**src/rtl/core/wpf8_pkg.sv**
```systemverilog
// ----------------------------------------------------------------------------
// wpf8_pkg
// Shared widths, register indexes and types of the word packet framer with
// 8-bit Fletcher checksum.
// ----------------------------------------------------------------------------
package wpf8_pkg;

  localparam int BYTE_W      = 8;
  localparam int WORD_W      = 16;
  localparam int COUNT_W     = 7;
  localparam int CFG_INDEX_W = 8;
  localparam int MAX_BYTES   = 6;
  localparam int FILL_W      = $clog2(MAX_BYTES + 1);

  // configuration register indexes
  localparam logic [CFG_INDEX_W-1:0] REG_PAYLOAD_WORDS = CFG_INDEX_W'(0);
  localparam logic [CFG_INDEX_W-1:0] REG_MESSAGE_TYPE  = CFG_INDEX_W'(1);

  localparam logic [COUNT_W-1:0] PAYLOAD_WORDS_RESET = COUNT_W'(1);
  localparam logic [BYTE_W-1:0]  MESSAGE_TYPE_RESET  = BYTE_W'(1);

  typedef logic [BYTE_W-1:0]  byte_t;
  typedef logic [COUNT_W-1:0] count_t;
  typedef logic [FILL_W-1:0]  fill_t;

endpackage

```
**src/rtl/core/word_packet_framer_fletcher8_core.sv**
```systemverilog
// ----------------------------------------------------------------------------
// word_packet_framer_fletcher8_core
// Turns 16-bit words into byte frames: type, length, payload (high byte
// first), then Fletcher-8 sums A and B over length and payload.
// ----------------------------------------------------------------------------
// Each accepted word is expanded combinationally into its frame bytes (two,
// plus two header bytes on the first word of a frame, plus two checksum bytes
// on the last) held in a six-byte output buffer, which then drains one byte
// per cycle on the master side while m_tready is high. A new word is taken
// while the final byte of the previous one is being handed over, so the bytes
// of consecutive words follow with no gap; a word has 2 bytes in the middle
// of a frame and 4 or 6 at its edges. The configuration port is always ready;
// payload_words of zero acts as one, and the length byte keeps the count seen
// at the frame's first word.
module word_packet_framer_fletcher8_core (
  input  logic                            clk,
  input  logic                            rst,
  // configuration write channel
  input  logic                            cfg_valid,
  output logic                            cfg_ready,
  input  logic [wpf8_pkg::CFG_INDEX_W-1:0] cfg_index,
  input  logic [wpf8_pkg::BYTE_W-1:0]     cfg_data,
  // input words
  input  logic                            s_tvalid,
  output logic                            s_tready,
  input  logic [wpf8_pkg::WORD_W-1:0]     s_tdata,   // [15:0] data_word
  // output bytes
  output logic                            m_tvalid,
  input  logic                            m_tready,
  output logic [wpf8_pkg::BYTE_W-1:0]     m_tdata,   // [7:0] frame_byte
  output logic                            m_tuser,   // [0] item_done
  output logic                            m_tlast    // frame_done
);

  // configuration and frame state
  wpf8_pkg::count_t payload_words;
  wpf8_pkg::byte_t  message_type;
  wpf8_pkg::count_t words_sent;
  wpf8_pkg::byte_t  sum_a;
  wpf8_pkg::byte_t  sum_b;

  // output buffer
  wpf8_pkg::byte_t  obuf [wpf8_pkg::MAX_BYTES];
  wpf8_pkg::fill_t  remaining;
  logic             frame_flag;

  // item expansion
  wpf8_pkg::count_t eff_count;
  wpf8_pkg::count_t ws_inc;
  wpf8_pkg::byte_t  len_byte, hi, lo;
  wpf8_pkg::byte_t  a0, b0, a1, b1, a2, b2;
  wpf8_pkg::byte_t  item_bytes [wpf8_pkg::MAX_BYTES];
  wpf8_pkg::fill_t  item_len;
  logic             first, last;
  logic             in_take, out_take;

  assign cfg_ready = 1'b1;

  assign m_tvalid = (remaining != '0);
  assign m_tdata  = obuf[0];
  assign m_tuser  = (remaining == wpf8_pkg::FILL_W'(1));
  assign m_tlast  = m_tuser && frame_flag;

  assign out_take = m_tvalid && m_tready;
  // free, or the last byte of the buffer leaves this cycle
  assign s_tready = (remaining == '0) || (m_tuser && m_tready);
  assign in_take  = s_tvalid && s_tready;

  assign eff_count = (payload_words == '0) ? wpf8_pkg::COUNT_W'(1) : payload_words;
  assign first     = (words_sent == '0);
  assign ws_inc    = words_sent + wpf8_pkg::COUNT_W'(1);
  assign last      = (ws_inc >= eff_count);
  assign len_byte  = {eff_count, 1'b0};
  assign hi        = s_tdata[15:8];
  assign lo        = s_tdata[7:0];

  // running fletcher sums through the length byte and both payload bytes
  assign a0 = first ? len_byte : sum_a;
  assign b0 = first ? len_byte : sum_b;
  assign a1 = a0 + hi;
  assign b1 = b0 + a1;
  assign a2 = a1 + lo;
  assign b2 = b1 + a2;

  always_comb begin
    if (first) begin
      item_bytes[0] = message_type;
      item_bytes[1] = len_byte;
      item_bytes[2] = hi;
      item_bytes[3] = lo;
      item_bytes[4] = a2;
      item_bytes[5] = b2;
      item_len      = last ? wpf8_pkg::FILL_W'(6) : wpf8_pkg::FILL_W'(4);
    end else begin
      item_bytes[0] = hi;
      item_bytes[1] = lo;
      item_bytes[2] = a2;
      item_bytes[3] = b2;
      item_bytes[4] = '0;
      item_bytes[5] = '0;
      item_len      = last ? wpf8_pkg::FILL_W'(4) : wpf8_pkg::FILL_W'(2);
    end
  end

  // configuration registers
  always_ff @(posedge clk) begin
    if (rst) begin
      payload_words <= wpf8_pkg::PAYLOAD_WORDS_RESET;
      message_type  <= wpf8_pkg::MESSAGE_TYPE_RESET;
    end else if (cfg_valid && cfg_ready) begin
      case (cfg_index)
        wpf8_pkg::REG_PAYLOAD_WORDS: payload_words <= cfg_data[wpf8_pkg::COUNT_W-1:0];
        wpf8_pkg::REG_MESSAGE_TYPE:  message_type  <= cfg_data;
        default: ;
      endcase
    end
  end

  // frame state
  always_ff @(posedge clk) begin
    if (rst) begin
      words_sent <= '0;
      sum_a      <= '0;
      sum_b      <= '0;
    end else if (in_take) begin
      words_sent <= last ? '0 : ws_inc;
      sum_a      <= last ? '0 : a2;
      sum_b      <= last ? '0 : b2;
    end
  end

  // buffer fill count
  always_ff @(posedge clk) begin
    if (rst) begin
      remaining <= '0;
    end else if (in_take) begin
      remaining <= item_len;
    end else if (out_take) begin
      remaining <= remaining - wpf8_pkg::FILL_W'(1);
    end
  end

  // buffer payload, shifts toward slot 0 as bytes leave
  always_ff @(posedge clk) begin
    if (in_take) begin
      for (int i = 0; i < wpf8_pkg::MAX_BYTES; i++) begin
        obuf[i] <= item_bytes[i];
      end
      frame_flag <= last;
    end else if (out_take) begin
      for (int i = 0; i < wpf8_pkg::MAX_BYTES - 1; i++) begin
        obuf[i] <= obuf[i + 1];
      end
    end
  end

  // checks
  a_tlast_ends_item: assert property (@(posedge clk) disable iff (rst)
    (m_tvalid && m_tlast) |-> m_tuser)
    else $error("frame close without item close");

  a_accept_shows_byte: assert property (@(posedge clk) disable iff (rst)
    in_take |=> (m_tvalid && remaining >= wpf8_pkg::FILL_W'(2)))
    else $error("accepted word produced too few bytes");

  a_fill_bound: assert property (@(posedge clk) disable iff (rst)
    remaining <= wpf8_pkg::FILL_W'(wpf8_pkg::MAX_BYTES))
    else $error("output buffer overfilled");

  a_close_resets_count: assert property (@(posedge clk) disable iff (rst)
    (out_take && m_tlast) |-> (words_sent == '0))
    else $error("frame closed but word count not cleared");

endmodule

```
**config.mk**
```make
export PLATFORM = sky130hd
export DESIGN_NAME = word_packet_framer_fletcher8_core
export DESIGN_NICKNAME = d
export VERILOG_FILES = /design/src/rtl/core/wpf8_pkg.sv /design/src/rtl/core/word_packet_framer_fletcher8_core.sv
export SDC_FILE = /design/constraint.sdc
export NUM_CORES = 1
export LEC_CHECK = 0
export BUFFER_PORTS_ARGS = -buffer_cell sky130_fd_sc_hd__buf_4
export CAP_MARGIN = 20
export CORE_MARGIN = 1.5
export CORE_UTILIZATION = 60
export DETAILED_ROUTE_END_ITERATION = 6
export PLACE_DENSITY = 0.8
export SYNTH_ARGS = -nofsm -noshare
export SYNTH_HDL_FRONTEND = slang
export SYNTH_SLANG_ARGS = --single-unit
```
**constraint.sdc**
```tcl
create_clock -name clk -period 8.68 [get_ports clk]
set_input_delay 1.736 -clock clk [delete_from_list [all_inputs] [get_ports clk]]
set_output_delay 1.736 -clock clk [all_outputs]
set_load 0.01 [all_outputs]
```
==> flow_summary.json <==
{
  "status": "finished, final reports clean",
  "worst-path-max-fanout": 35,
  "ys_warn_count": 0,
  "grt_max_degree": 50,
  "tightest_slew_ps": 1040,
  "synth_cell_types": 61,
  "fmax_mhz": 153,
  "clk_pin_slew_ps": 100,
  "worstSetupPathType": "flip-flop to flip-flop",
  "drive_above_1_share_pct": 12.4,
  "antenna_cells": 0,
  "dr.pass1.iters": 5,
  "fp.dieW_um": 100,
  "wl_per_cell_um": 17.3,
  "grt_setup_unrepaired": "false",
  "die_area_sq_um": 10000,
  "syn-num-nets": 720,
  "reg2regPathDepth": 24,
  "reg2reg_slack_ps": 2160,
  "fin_nets": 754,
  "start_util_pct": 61.4,
  "ios": 50,
  "pwr_density_cell_nw_per_um2": 227,
  "drv_slew": 0,
  "yosys_most_used_dff": "edfxtp_1",
  "ys_async_sr_fraction_pct": 0,
  "fin_area_sq_um": 6240,
  "p_total_mw": 1.42,
  "num_vias": 4827,
  "ys_ff_latch": 90,
  "coreArea_sq_um": 9200,
  "port_buffers": 48,
  "syn_inst": 640,
  "min_from": "sum_a[0]$_SDFFE_PP0P_",
  "cts.path.max_buffers": 2,
  "placementRows": 35,
  "vias_per_cell": 6.11,
  "die_h_um": 100,
  "r2r-start": "words_sent[2]$_SDFFE_PP0P_",
  "grt_pass1_wl_um": 22700,
  "slew_headroom_pct": 31.0,
  "clock_latency_ps": 370,
  "worstSetupEndpointType": "flip-flop",
  "min_period_over_period_pct": 75.1,
  "postRouteWirelength_um": 13700,
  "antenna_found_initial": 0,
  "worstPathArrival_ps": 6640,
  "first_iter_violations": 319,
  "worstHoldPathCells": 2,
  "clock_skew_ps": 17.0,
  "ctsHtreeMaxLevel": 3,
  "grt.overflow.total": 0,
  "clock_sink_count": 90,
  "grt_use_total_pct": 29.0,
  "cts.repair.resized": 0,
  "first_global_vias": 4586,
  "syn_area_per_cell_sq_um": 8.82,
  "syn-cell-area_sq_um": 5640,
  "required_ps": 8800,
  "postCtsSetupBuffers": 0,
  "period_minus_slack_ps": 6520,
  "worstHoldEndpoint": "sum_a[0]$_SDFFE_PP0P_",
  "hpwl_um": 9670,
  "gp_congestion": 0.940,
  "ant_nets": 0,
  "finalSetupTns_ps": 0,
  "synthToLayoutAreaGrowth_pct": 10.6,
  "p_leak_nw": 2.65,
  "hold_viol": 0,
  "synth_edf_count": 49,
  "drcViolationCount": 0,
  "ctsHoldBuffers": 0,
  "vdd.ir_drop.worst_uv": 203,
  "reg2reg_to": "obuf[5][7]$_SDFFCE_PP0P_",
  "cts_buffers": 9,
  "hold_path_class": "flip-flop to flip-flop",
  "setup_viol": 0,
  "maxCapViolCount": 0,
  "ys_seq_area_share_pct": 40.6,
  "holdWs_ps": 453,
  "cts_root_buf": "clkbuf_8",
  "start_kind": "flip-flop",
  "post_dp_cell_area_sq_um": 6050,
  "cts_tree": "yes"
}
-- worst max-delay path, stage by stage (launching register included) --
cell	delay, ps
dfxtp_1	390
or4_4	600
nor2_8	440
inv_2	320
and2_1	250
ha_1	190
inv_1	80
fa_1	220
nor2b_1	60
o21ai_0	140
nand2_1	100
xor2_1	170
ha_1	370
nand3_1	90
o22ai_1	330
nor2_1	100
xnor2_1	370
fa_1	490
ha_1	380
o21a_1	130
o31a_1	110
o21ai_0	410
o211ai_2	220
a21oi_1	220
nor3_2	70
-- cell families after synthesis --
| family | share of synthesized area [%] |
|---|---|
| simple gates | 19.9 |
| compound gates | 16.6 |
| flops | 40.6 |
| buf+inv | 5.17 |
| fa+ha+maj | 10.7 |
| mux | 3.59 |
| xor+xnor | 3.28 |
| other cells | 0.0665 |
-- power by group --
| part | internal [mW] | leakage, nW | switching (mW) |
|---|---|---|---|
| clock network | 0.106 | 0.0917 | 0.159 |
| registers | 0.599 | 0.807 | 0.0315 |
| logic | 0.195 | 1.75 | 0.327 |
| total | 0.900 | 2.65 | 0.517 |
-- sequential cells by signal, indices dropped and copies added, names as in the netlist --
signal,count
sum_b,8
obuf,48
sum_a,8
payload_words,7
remaining,3
frame_flag,1
words_sent,7
message_type,8
-- placed cells by master, fill, tap and decap left out, drive strengths merged, types with 2 or more instances in the layout --
master	n
a211o	2
a211oi	3
a21o	9
a21oi	51
a22o	5
a22oi	5
a31oi	22
and2	4
and3	6
buf	53
clkbuf	10
clkinv	2
dfxtp	41
edfxtp	49
fa	9
ha	34
inv	47
mux2	2
mux2i	18
nand2	93
nand2b	5
nand3	26
nand3b	2
nor2	76
nor2b	11
nor3	11
nor4	4
o211ai	7
o21a	6
o21ai	28
o21bai	2
o31ai	2
or4	2
xnor2	12
xor2	7
-- Yosys cell counts, types with 2 or more instances --
cell type / count / area share (%)
a211o_1: 2 / 0.31
a211oi_1: 3 / 0.40
a21o_1: 9 / 1.2
a21oi_1: 51 / 4.5
a22o_1: 5 / 0.78
a22oi_1: 5 / 0.67
a31oi_1: 22 / 2.4
and2_1: 4 / 0.44
and3_1: 6 / 0.67
buf_1: 3 / 0.20
buf_2: 5 / 0.44
clkbuf_1: 20 / 1.3
dfxtp_1: 41 / 15
edfxtp_1: 49 / 26
fa_1: 9 / 3.2
ha_1: 34 / 7.5
inv_1: 41 / 2.7
inv_2: 2 / 0.13
mux2_2: 2 / 0.40
mux2i_1: 18 / 3.2
nand2_1: 93 / 6.2
nand2b_1: 5 / 0.55
nand3_1: 26 / 2.3
nand3b_1: 2 / 0.27
nor2_1: 74 / 4.9
nor2b_1: 11 / 1.2
nor3_1: 10 / 0.89
nor4_1: 3 / 0.33
o211ai_1: 5 / 0.67
o21a_1: 6 / 0.80
o21ai_0: 22 / 2.0
o21ai_1: 4 / 0.35
o21ai_2: 2 / 0.31
o21bai_1: 2 / 0.27
o31ai_1: 2 / 0.27
xnor2_1: 11 / 1.7
xor2_1: 7 / 1.1
-- worst max path at each step --
stage	from	to	slack (ps)	depth (start not counted)
4_1_cts	words_sent[2]$_SDFFE_PP0P_	obuf[5][7]$_SDFFCE_PP0P_	2220	24
2_1_floorplan	s_tdata[8]	obuf[3][6]$_DFFE_PP_	2940	20
3_3_place_gp	s_tdata[8]	obuf[5][7]$_SDFFCE_PP0P_	2490	21
6_report	words_sent[2]$_SDFFE_PP0P_	obuf[5][7]$_SDFFCE_PP0P_	2160	24
5_1_grt	words_sent[2]$_SDFFE_PP0P_	obuf[5][7]$_SDFFCE_PP0P_	1690	23
3_5_place_dp	words_sent[2]$_SDFFE_PP0P_	obuf[5][7]$_SDFFCE_PP0P_	2320	24
-- per-stage QoR --
step | utilization (%) | worst slack (ps) | cells
after CTS | 67.6 | 2220 | 789
after global routing | 67.9 | 1690 | 790
final | 67.9 | 2160 | 790
after detailed placement | 65.8 | 2320 | 773
after global placement | 65.8 | 2490 | 773
after floorplan | - | 2940 | 640
-- final cells by class --
cell class                 count  area, sq um
clock buffer                  10          128
clock inverter                 6         40.0
fill                         734         2960
inverter                      43          161
multi-input combinational    477         3070
sequential                    90         2290
tap                          111          139
timing repair buffer          53          410
-- layer usage --
metal | global-route usage, % | share of wire (%) | vias up
met5 | 0 | 0 | -
met4 | 11.5 | 3.5 | 0
met3 | 4.74 | 6.8 | 32
met2 | 46.9 | 46 | 221
met1 | 39.2 | 44 | 2266
li1 | - | - | 2308
Power figures use the tool's default switching activity.
